## src/rtl/wfsm_pkg.sv

```systemverilog
// Package for the wall-facing sensor mask unit.
// Holds widths, sensor bit positions, wall and register codes, and reset values.
// No dependencies.
package wfsm_pkg;

  localparam int COORD_WIDTH = 13;
  localparam int HEAD_WIDTH = 9;
  localparam int MASK_WIDTH = 6;
  localparam int CONE_WIDTH = 6;
  localparam int ANG_WIDTH = 11;
  localparam int CFG_IDX_WIDTH = 3;
  localparam int CFG_DATA_WIDTH = COORD_WIDTH;

  typedef logic signed [COORD_WIDTH-1:0] coord_t;
  typedef logic signed [HEAD_WIDTH-1:0] head_t;
  typedef logic signed [ANG_WIDTH-1:0] angle_t;
  typedef logic [MASK_WIDTH-1:0] mask_t;
  typedef logic [CONE_WIDTH-1:0] cone_t;

  // Sensor bits: front left, center, right, then back left, center, right.
  localparam mask_t BIT_FL = 6'h01;
  localparam mask_t BIT_FC = 6'h02;
  localparam mask_t BIT_FR = 6'h04;
  localparam mask_t BIT_BL = 6'h08;
  localparam mask_t BIT_BC = 6'h10;
  localparam mask_t BIT_BR = 6'h20;
  localparam mask_t ALL_BITS = 6'h3f;

  localparam coord_t COORD_MIN = {1'b1, {(COORD_WIDTH-1){1'b0}}};
  localparam coord_t COORD_MAX = {1'b0, {(COORD_WIDTH-1){1'b1}}};
  localparam cone_t CONE_RESET = 6'd22;

  // Angle constants in degrees.
  localparam angle_t ANG_90 = 11'sd90;
  localparam angle_t ANG_180 = 11'sd180;
  localparam angle_t ANG_360 = 11'sd360;

  typedef enum logic [1:0] {
    WALL_WEST  = 2'd0,
    WALL_EAST  = 2'd1,
    WALL_NORTH = 2'd2,
    WALL_SOUTH = 2'd3
  } wall_t;

  typedef enum logic [CFG_IDX_WIDTH-1:0] {
    REG_X_LOW  = 3'd0,
    REG_X_HIGH = 3'd1,
    REG_Y_LOW  = 3'd2,
    REG_Y_HIGH = 3'd3,
    REG_CONE   = 3'd4,
    REG_STATIC = 3'd5
  } cfg_reg_t;

  // Angle that is added to the heading when facing the given wall.
  function automatic angle_t wall_offset(wall_t wall);
    angle_t ofs;
    unique case (wall)
      WALL_WEST:  ofs = '0;
      WALL_EAST:  ofs = -ANG_180;
      WALL_NORTH: ofs = -ANG_90;
      WALL_SOUTH: ofs = ANG_90;
      default:    ofs = '0;
    endcase
    return ofs;
  endfunction

endpackage

```

## src/rtl/wfsm_wall_clear.sv

```systemverilog
// Sector decode for one wall: offsets the heading, wraps it once and picks
// the sensor bits to clear. Depends on wfsm_pkg.
module wfsm_wall_clear (
  input  wfsm_pkg::head_t heading,
  input  wfsm_pkg::wall_t wall,
  input  wfsm_pkg::cone_t cone,
  output wfsm_pkg::mask_t clear
);
  import wfsm_pkg::*;

  angle_t sum;
  angle_t a;
  angle_t c;

  // Offset and single wrap into the half-open circle.
  always_comb begin
    sum = angle_t'(heading) + wall_offset(wall);
    c = angle_t'({1'b0, cone});
    if (sum < -ANG_180) begin
      a = sum + ANG_360;
    end else if (sum >= ANG_180) begin
      a = sum - ANG_360;
    end else begin
      a = sum;
    end
  end

  // First matching sector wins.
  always_comb begin
    priority if (a >= ANG_90 - c && a < ANG_90 + c) begin
      clear = BIT_FR | BIT_BR;
    end else if (a >= ANG_90 + c && a < ANG_180 - c) begin
      clear = BIT_FC | BIT_FR;
    end else if (a >= ANG_180 - c || a < -ANG_180 + c) begin
      clear = BIT_FL | BIT_FC | BIT_FR;
    end else if (a < -ANG_90 - c) begin
      clear = BIT_FL | BIT_FC;
    end else if (a < -ANG_90 + c) begin
      clear = BIT_FL | BIT_BL;
    end else if (a < -c) begin
      clear = BIT_BL | BIT_BC;
    end else if (a >= -c && a < c) begin
      clear = BIT_BL | BIT_BC | BIT_BR;
    end else begin
      clear = BIT_BC | BIT_BR;
    end
  end

endmodule

```

## src/rtl/wall_facing_sensor_mask_unit.sv

```systemverilog
// Top level of the wall-facing sensor mask unit: input register, wall decode,
// output register and configuration registers. Depends on wfsm_pkg, wfsm_wall_clear.
//
//   Channel  Handshake             Payload
//   in       in_valid / in_ready   pos_x, pos_y, heading, raw_detect
//   out      out_valid / out_ready effective_detect, dynamic_mask, detection_valid
//   cfg      cfg_we                cfg_index, cfg_data
//
// One word per cycle unless the output stalls; a word in the input register
// moves to the result register when that register loads, and leaves from there.
// The input register and the result register sit around the decode.
// A stall on the output holds the result register; the input register keeps
// taking words until it also holds one.
// Synchronous reset empties both stages and restores the register defaults.
module wall_facing_sensor_mask_unit (
  input  logic                                  clk,
  input  logic                                  rst,
  input  logic                                  in_valid,
  output logic                                  in_ready,
  input  wfsm_pkg::coord_t                      pos_x,
  input  wfsm_pkg::coord_t                      pos_y,
  input  wfsm_pkg::head_t                       heading,
  input  wfsm_pkg::mask_t                       raw_detect,
  output logic                                  out_valid,
  input  logic                                  out_ready,
  output wfsm_pkg::mask_t                       effective_detect,
  output wfsm_pkg::mask_t                       dynamic_mask,
  output logic                                  detection_valid,
  input  logic                                  cfg_we,
  input  logic [wfsm_pkg::CFG_IDX_WIDTH-1:0]    cfg_index,
  input  logic [wfsm_pkg::CFG_DATA_WIDTH-1:0]   cfg_data
);
  import wfsm_pkg::*;

  coord_t x_low_limit;
  coord_t x_high_limit;
  coord_t y_low_limit;
  coord_t y_high_limit;
  cone_t  cone_half_width;
  mask_t  static_mask;

  logic   s1_valid;
  coord_t s1_x;
  coord_t s1_y;
  head_t  s1_head;
  mask_t  s1_raw;

  logic   s2_load;
  logic   s1_load;
  logic   west_on;
  logic   east_on;
  logic   north_on;
  logic   south_on;
  mask_t  west_clr;
  mask_t  east_clr;
  mask_t  north_clr;
  mask_t  south_clr;
  mask_t  dyn_next;
  mask_t  eff_next;

  // Configuration registers.
  always_ff @(posedge clk) begin
    if (rst) begin
      x_low_limit <= COORD_MIN;
      x_high_limit <= COORD_MAX;
      y_low_limit <= COORD_MIN;
      y_high_limit <= COORD_MAX;
      cone_half_width <= CONE_RESET;
      static_mask <= ALL_BITS;
    end else if (cfg_we) begin
      unique case (cfg_reg_t'(cfg_index))
        REG_X_LOW:  x_low_limit <= coord_t'(cfg_data);
        REG_X_HIGH: x_high_limit <= coord_t'(cfg_data);
        REG_Y_LOW:  y_low_limit <= coord_t'(cfg_data);
        REG_Y_HIGH: y_high_limit <= coord_t'(cfg_data);
        REG_CONE:   cone_half_width <= cfg_data[CONE_WIDTH-1:0];
        REG_STATIC: static_mask <= cfg_data[MASK_WIDTH-1:0];
        default: ;
      endcase
    end
  end

  // Stage handshake: each stage loads when empty or when it drains this cycle.
  assign s2_load = s1_valid && (!out_valid || out_ready);
  assign s1_load = in_valid && in_ready;
  assign in_ready = !s1_valid || s2_load;

  // Input register.
  always_ff @(posedge clk) begin
    if (rst) begin
      s1_valid <= 1'b0;
    end else if (in_ready) begin
      s1_valid <= in_valid;
    end
  end

  always_ff @(posedge clk) begin
    if (s1_load) begin
      s1_x <= pos_x;
      s1_y <= pos_y;
      s1_head <= heading;
      s1_raw <= raw_detect;
    end
  end

  // Wall activity from the position limits.
  assign west_on = s1_x < x_low_limit;
  assign east_on = s1_x > x_high_limit;
  assign north_on = s1_y < y_low_limit;
  assign south_on = s1_y > y_high_limit;

  wfsm_wall_clear u_west (
    .heading(s1_head), .wall(WALL_WEST), .cone(cone_half_width), .clear(west_clr)
  );
  wfsm_wall_clear u_east (
    .heading(s1_head), .wall(WALL_EAST), .cone(cone_half_width), .clear(east_clr)
  );
  wfsm_wall_clear u_north (
    .heading(s1_head), .wall(WALL_NORTH), .cone(cone_half_width), .clear(north_clr)
  );
  wfsm_wall_clear u_south (
    .heading(s1_head), .wall(WALL_SOUTH), .cone(cone_half_width), .clear(south_clr)
  );

  // Combine the clears of the active walls and apply both masks.
  always_comb begin
    dyn_next = ALL_BITS;
    if (west_on) dyn_next = dyn_next & ~west_clr;
    if (east_on) dyn_next = dyn_next & ~east_clr;
    if (north_on) dyn_next = dyn_next & ~north_clr;
    if (south_on) dyn_next = dyn_next & ~south_clr;
    eff_next = s1_raw & static_mask & dyn_next;
  end

  // Result register.
  always_ff @(posedge clk) begin
    if (rst) begin
      out_valid <= 1'b0;
    end else if (!out_valid || out_ready) begin
      out_valid <= s1_valid;
    end
  end

  always_ff @(posedge clk) begin
    if (s2_load) begin
      effective_detect <= eff_next;
      dynamic_mask <= dyn_next;
      detection_valid <= |eff_next;
    end
  end

endmodule

```

## config.mk

```make
export PLATFORM = sky130hd
export DESIGN_NAME = wall_facing_sensor_mask_unit
export DESIGN_NICKNAME = d
export VERILOG_FILES = /design/src/rtl/wfsm_pkg.sv /design/src/rtl/wfsm_wall_clear.sv /design/src/rtl/wall_facing_sensor_mask_unit.sv
export SDC_FILE = /design/constraint.sdc
export NUM_CORES = 1
export LEC_CHECK = 0
export BUFFER_PORTS_ARGS = -buffer_cell sky130_fd_sc_hd__clkbuf_2
export CORE_ASPECT_RATIO = 1.5
export CORE_MARGIN = 4
export CORE_UTILIZATION = 64
export CTS_CLUSTER_DIAMETER = 120
export DETAILED_ROUTE_END_ITERATION = 10
export PLACE_DENSITY = 0.83
export SLEW_MARGIN = 20
export SYNTH_ARGS = -nofsm -noshare
export SYNTH_HDL_FRONTEND = slang
export SYNTH_SLANG_ARGS = --single-unit
export TNS_END_PERCENT = 30
```

## constraint.sdc

```tcl
create_clock -name clk -period 7.6 [get_ports clk]
set_input_delay 1.14 -clock clk [delete_from_list [all_inputs] [get_ports clk]]
set_output_delay 1.14 -clock clk [all_outputs]
set_load 0.01 [all_outputs]
```

==> flow_summary.json, run 1 <==
{
  "powerDensity_nw_per_um2": 189,
  "fin_tns_setup_ns": 0,
  "cp.arrival_ns": 7.03,
  "routedWlPerCell_um": 23.7,
  "muxShareOfSynthArea_pct": 0.605,
  "synth_top_family_by_area": "adder cells",
  "crit_chain": "ha_1 > and2b_1 > xnor2_1 > nor2_1 > o31ai_2 > a21oi_1 > inv_1 > o22ai_1 > xnor2_1 > ha_1 > nand4_1 > and3_1 > o21ai_0 > a211o_1 > a211oi_1 > nor4_1 > a21bo_2 > nor3b_1 > nor4_1 > or4_1 > a211o_1",
  "fmaxAchievable_mhz": 146,
  "min_period_ns": 6.85,
  "crit_required_ns": 7.77,
  "finalHoldWorstSlack_ns": 0.454,
  "finalCritPeriodShare_pct": 90.2,
  "syn-num-nets": 1862,
  "synth_edf_count": 54,
  "drc": 0,
  "coreArea_um2": 20300,
  "cts_buffers": 17,
  "synth_area_leaders": "ha_1 27%, edfxtp_1 12%, dfxtp_1 10%",
  "worst_pin_slew_ns": 1.23,
  "synthXorXnorAreaFrac_pct": 3.35,
  "grt_max_degree": 42,
  "end_kind": "flip-flop",
  "cts_tree": "done",
  "avgViaCountPerCell": 6.83,
  "drive_above_1_share_pct": 12.7,
  "r2r_start": "s1_head[4]",
  "die_x_um": 125,
  "synthFlopType": "dfxtp_1",
  "cts_num_sinks": 120,
  "critPathSlowestCell": "edfxtp_1",
  "syn_area_um2": 13200,
  "synth-simple-area-share_pct": 18.1,
  "ys_seq_elements": 120,
  "clockBufferDepth": 2,
  "diodes": 0,
  "cts-resized-gates": 0,
  "r2r_slack_ns": 0.75,
  "rsz0062_at_grt": "false",
  "critPathLaunchType": "flip-flop",
  "hp-start": "y_low_limit[9]",
  "first_iter_violations": 990,
  "critPathKind": "flip-flop to flip-flop",
  "grt_usage_pct": 38.0,
  "status": "finished clean",
  "drv_cap": 0,
  "finalNetCount": 1948,
  "fin_util_pct": 71.4,
  "synth.top_cell.area_share_pct": 26.6,
  "cts_hold_buf": 0,
  "cts.clk_slew.worst_paths_ns": 0.06,
  "synth_warnings": 0,
  "cp_max_fo": 15,
  "mostFrequentLayoutCell": "ha_1",
  "max_stage_delay_ns": 0.86,
  "synth_cell_types": 114,
  "leakage_nw": 6.73,
  "ys_seq_area_share_pct": 22.2,
  "die_y_um": 184,
  "wirelength_mm": 44.6,
  "cts_htree_levels": 4,
  "hold_class": "flip-flop to flip-flop",
  "grt_antenna_before_repair": 1,
  "gp_congestion": 1.08,
  "grt_pass1_wl_mm": 68.2,
  "drt_first_pass_iters": 7,
  "syn-instance-count": 1519,
  "synth_area_per_cell_um2": 8.72,
  "whs_endpoint": "y_low_limit[9]",
  "synth_adder_area_share_pct": 26.6,
  "slew_violations": 0,
  "synth_top_cell_by_area": "ha_1",
  "io_buffers": 76,
  "rows": 64,
  "grt_remaining_overflow": 0,
  "holdPathStages": 2,
  "hold_violations": 0,
  "ys_async_sr_fraction_pct": 0,
  "cts-root-buf": "clkbuf_16",
  "grt_pass1_vias": 12800,
  "synth-compound-area-share_pct": 24.1,
  "drtAntennaViolNets": 0,
  "start_util_pct": 65.1,
  "setup-violations-final": 0,
  "num_io_pins": 77,
  "final_cell_mix": "281 x ha_1, 149 x nand2_1, 115 x a21oi_1, 107 x inv_1, 84 x nor2_1",
  "syn_to_final_growth_pct": 9.72,
  "dp_hpwl_mm": 34.4,
  "via_count": 12800,
  "r2r_cells": 21,
  "regToRegEndpoint": "detection_valid",
  "clock_latency_ns": 0.43,
  "finalClockSkew_ns": 0.0150,
  "die-area_um2": 23100,
  "cts_setup_buffers": 0,
  "peakVddDrop_uv": 243,
  "slew_headroom_pct": 17.3
}
==> state kept, by name (all words and copies together), names as in the netlist, 9 cells and up <==
signal	count
y_high_limit	13
s1_head	9
s1_y	13
s1_x	13
x_high_limit	13
x_low_limit	13
y_low_limit	13
==> cell type report <==
cell class	instances	area [µm²]
clock buffer	20	478
clock inverter	12	113
fill	1631	5810
inverter	117	442
multi-input combinational	1245	9630
sequential	120	2940
tap	264	330
timing repair buffer	104	591
==> critical path, delay by kind of cell, from the launching register on <==
kind / cells / cell delay [ns]
AO/OA/AOI/OAI: 8 / 1.91
AND/OR/NAND/NOR: 8 / 1.88
XOR/XNOR: 2 / 1.00
flip-flops: 1 / 0.86
adder cells (fa/ha/maj): 2 / 0.82
buffers and inverters: 1 / 0.11
==> layer usage <==
layer / share of wire [%] / vias up / global-route usage [%]
li1: - / 5847 / -
met1: 35 / 6081 / 40.6
met2: 47 / 676 / 64.9
met3: 7.6 / 243 / 6.90
met4: 10 / 0 / 31.6
met5: 0 / - / 0
==> report_power, final <==
group | internal (W) | switching [W] | total (W) | leakage [nW]
clock network | 0.000488 | 0.000309 | 0.000797 | 0.284
logic | 0.000453 | 0.000750 | 0.00120 | 5.39
registers | 0.000716 | 0.0000249 | 0.000741 | 1.06
total | 0.00166 | 0.00108 | 0.00274 | 6.73
==> through the flow <==
step | instances | power, W | worst slack (ns) | cell area (µm²)
after floorplan | 1519 | 0.00154 | 1.27 | 13200
after global placement | 1850 | 0.00188 | 1.04 | 13900
after detailed placement | 1850 | 0.00191 | 0.981 | 13900
after CTS | 1882 | 0.00271 | 0.911 | 14500
after global routing | 1882 | 0.00288 | 0.447 | 14500
final | 1882 | 0.00274 | 0.746 | 14500
==> cell usage after synthesis (5+ instances only) <==
| master | count |
|---|---|
| nor2_1 | 85 |
| o21ai_0 | 66 |
| nand3_1 | 29 |
| nand2b_1 | 20 |
| o2111ai_1 | 5 |
| clkbuf_1 | 23 |
| inv_2 | 6 |
| nand2_1 | 149 |
| a21o_1 | 38 |
| inv_1 | 107 |
| nand3b_1 | 14 |
| or3_1 | 7 |
| xnor2_1 | 35 |
| a221oi_1 | 5 |
| and3_1 | 18 |
| a21oi_1 | 115 |
| nor3b_1 | 6 |
| nand4_1 | 14 |
| ha_1 | 281 |
| o221ai_1 | 7 |
| mux2i_1 | 8 |
| o21bai_1 | 5 |
| o21a_1 | 34 |
| a2111oi_0 | 5 |
| xor2_1 | 5 |
| o22ai_1 | 11 |
| o211ai_1 | 13 |
| a211o_1 | 31 |
| o32ai_1 | 5 |
| dfxtp_1 | 66 |
| a31oi_1 | 17 |
| nor3_1 | 37 |
| nor4_1 | 12 |
| nor2b_1 | 19 |
| and2_1 | 6 |
| a211oi_1 | 19 |
| edfxtp_1 | 54 |
==> cells by family after synthesis <==
logic type               after synthesis
buffers and inverters                154
AND/OR/NAND/NOR                      462
adder cells (fa/ha/maj)              281
multiplexers                           8
AO/OA/AOI/OAI                        449
flip-flops                           120
XOR/XNOR                              45
==> worst max-delay path by stage <==
stage	startpoint	end
floorplan	s1_head[2]	detection_valid
global placement	s1_head[4]	detection_valid
detailed placement	s1_head[4]	detection_valid
CTS	s1_head[4]	detection_valid
global route	s1_head[4]	detection_valid
finish	s1_head[4]	detection_valid
No activity file was read; power rests on OpenSTA's default activity.
==> run 2: changes to the inputs <==
--- a/config.mk
+++ b/config.mk
@@ -5,13 +5,14 @@
 export SDC_FILE = /design/constraint.sdc
 export NUM_CORES = 1
 export LEC_CHECK = 0
+export ABC_AREA = 1
 export BUFFER_PORTS_ARGS = -buffer_cell sky130_fd_sc_hd__clkbuf_2
 export CORE_ASPECT_RATIO = 1.5
 export CORE_MARGIN = 4
-export CORE_UTILIZATION = 64
+export CORE_UTILIZATION = 60
 export CTS_CLUSTER_DIAMETER = 120
 export DETAILED_ROUTE_END_ITERATION = 10
-export PLACE_DENSITY = 0.83
+export PLACE_DENSITY = 0.79
 export SLEW_MARGIN = 20
 export SYNTH_ARGS = -nofsm -noshare
 export SYNTH_HDL_FRONTEND = slang
==> flow_summary.json, run 2 <==
{
  "status": "finished clean",
  "grt_remaining_overflow": 0,
  "start_util_pct": 61.2,
  "cp_common_cell": "nand2_1",
  "avgViaCountPerCell": 6.03,
  "cp_max_fo": 15,
  "syn-instance-count": 1741,
  "clockBufferDepth": 2,
  "cts_num_sinks": 120,
  "drv_cap": 0,
  "rows": 65,
  "routedWlPerCell_um": 19.1,
  "finalCritPeriodShare_pct": 79.8,
  "end_kind": "flip-flop",
  "hold_class": "flip-flop to flip-flop",
  "fin_area_um2": 14100,
  "cts.clk_slew.worst_paths_ns": 0.06,
  "dp_hpwl_mm": 31.2,
  "synth_top_cell_by_area": "ha_1",
  "setup-violations-final": 0,
  "synth_top_family_by_area": "adder cells",
  "final_cell_mix": "343 x nand2_1, 281 x ha_1, 215 x inv_1, 169 x a21oi_1, 129 x nor2_1",
  "rsz0062_at_grt": "false",
  "io_buffers": 76,
  "cts_htree_levels": 4,
  "synth.top_cell.area_share_pct": 27.3,
  "holdPathStages": 2,
  "finalNetCount": 2160,
  "syn-num-nets": 2084,
  "synth.most_common_cell": "nand2_1",
  "setup_ws_ns": 1.53,
  "ys_seq_elements": 120,
  "syn_to_final_growth_pct": 9.56,
  "fin_tns_setup_ns": 0,
  "fmaxAchievable_mhz": 165,
  "synth_area_leaders": "ha_1 27%, edfxtp_1 13%, dfxtp_1 10%",
  "grt_busiest_layer": "met2",
  "powerDensity_nw_per_um2": 192,
  "gr-usage-met2_pct": 57.5,
  "hold_violations": 0,
  "drc": 0,
  "drtAntennaViolNets": 0,
  "synthFlopType": "dfxtp_1",
  "drive_above_1_share_pct": 10.2,
  "grt_pass1_vias": 12700,
  "finalClockSkew_ns": 0.00792,
  "fin_util_pct": 67.0,
  "ys_seq_area_share_pct": 22.8,
  "min_period_ns": 6.07,
  "die_x_um": 128,
  "cts_buffers": 17,
  "grt_usage_pct": 33.8,
  "drt_first_pass_iters": 6,
  "grtUsageMet3_pct": 5.30,
  "r2r_cells": 36,
  "post_dp_cell_area_um2": 13500,
  "leakage_nw": 7.30,
  "dp_worst_setup_slack_ns": 1.71,
  "first_iter_violations": 873,
  "grt_antenna_before_repair": 0,
  "slew_headroom_pct": 20.9,
  "synthXorXnorAreaFrac_pct": 2.10,
  "cts-resized-gates": 0,
  "regArea_um2": 2940,
  "peakVddDrop_uv": 240,
  "synth_warnings": 0,
  "die-area_um2": 23900,
  "via_count": 12600,
  "critPathKind": "flip-flop to flip-flop",
  "max_stage_delay_ns": 0.85,
  "cp.arrival_ns": 6.25,
  "muxShareOfSynthArea_pct": 0.0777,
  "synth_adder_area_share_pct": 27.3,
  "grt_pass1_wl_mm": 64.1,
  "synth-simple-area-share_pct": 23.4,
  "synth-compound-area-share_pct": 16.4,
  "die_y_um": 188,
  "grtUsageMet1_pct": 36.8,
  "critPathLaunchType": "flip-flop",
  "diodes": 0,
  "finalHoldWorstSlack_ns": 0.454,
  "gp_congestion": 1.04,
  "cts_setup_buffers": 0,
  "cts_hold_buf": 0,
  "n_fill_cell": 1839,
  "worst_pin_slew_ns": 1.17,
  "num_io_pins": 77,
  "synth_cell_types": 57,
  "wirelength_mm": 40.1,
  "critPathSlowestCell": "mux2i_1",
  "synth_commonest_cells": "343 x nand2_1, 281 x ha_1, 215 x inv_1, 170 x a21oi_1, 129 x nor2_1",
  "mostFrequentLayoutCell": "nand2_1",
  "crit_required_ns": 7.78,
  "syn_area_um2": 12900,
  "grt_max_degree": 54,
  "cts_tree": "done",
  "cts-root-buf": "clkbuf_16",
  "synth_edf_count": 54,
  "slew_violations": 0,
  "ys_async_sr_fraction_pct": 0,
  "clock_latency_ns": 0.42,
  "multiInputGateArea_um2": 8930,
  "coreArea_um2": 21100,
  "synth_area_per_cell_um2": 7.40
}
-- run 2: cell types whose count changed in the layout (fill, tap and decap cells not counted), moves of 31 or more --
cell / before / now
nand2_1: 149 / 343
inv_1: 107 / 215
nand3_1: 29 / 91
a21oi_1: 115 / 169
nor2_1: 84 / 129
a21o_1: 38 / 6
xnor2_1: 35 / 3
o21ai_0: 66 / 97
-- run 2: final timing paths --
path	start	endpoint	slack, ns
max	s1_head[2]	detection_valid	1.53
min reg2reg	static_mask[2]	static_mask[2]	0.45
max reg2reg	s1_head[2]	detection_valid	1.53
min	static_mask[2]	static_mask[2]	0.45
-- run 2: per-stage QoR --
step                      power [W]  cells
final                       0.00272   2098
after global routing        0.00290   2098
after CTS                   0.00270   2098
after detailed placement    0.00189   2066
after global placement      0.00185   2066
after floorplan             0.00156   1741
-- run 2: logic make-up (layout without fill, tap and decap cells) --
kind of cell | Yosys count | after routing
muxes | 1 | 1
and+or+nand+nor | 676 | 676
buffers and inverters | 263 | 352
AOI/OAI and AO/OA | 370 | 370
DFF | 120 | 120
adders and majority gates | 281 | 281
xor gates and xnor gates | 30 | 30
-- run 2: routing by layer --
| metal | part of all wire (%) | up-vias |
|---|---|---|
| met2 | 48 | 555 |
| met4 | 9.3 | 0 |
| met5 | 0 | - |
| met3 | 6.4 | 201 |
| met1 | 36 | 5767 |
| li1 | - | 6124 |
-- run 2: layout make-up --
class                           count  share of cell area [%]
Clock buffer                       25                    3.52
Clock inverter                      7                   0.638
Inverter                          236                    6.29
Multi-Input combinational cell   1358                    63.2
Sequential cell                   120                    20.8
Tap cell                          268                    2.37
Timing Repair Buffer               84                    3.12
-- run 2: power breakdown --
group	switching [W]	internal, W	total [W]
Combinational	0.000771	0.000398	0.00117
Sequential	0.0000277	0.000718	0.000746
Clock	0.000284	0.000517	0.000801
-- run 2: critical path: cells and delay by family, from the launching register on --
kind | cells | cell delay [ns]
buffers and inverters | 5 | 0.77
adder cells (fa/ha/maj) | 3 | 0.88
flip-flops | 1 | 0.74
AND/OR/NAND/NOR | 21 | 1.70
AO/OA/AOI/OAI | 6 | 0.86
multiplexers | 1 | 0.85
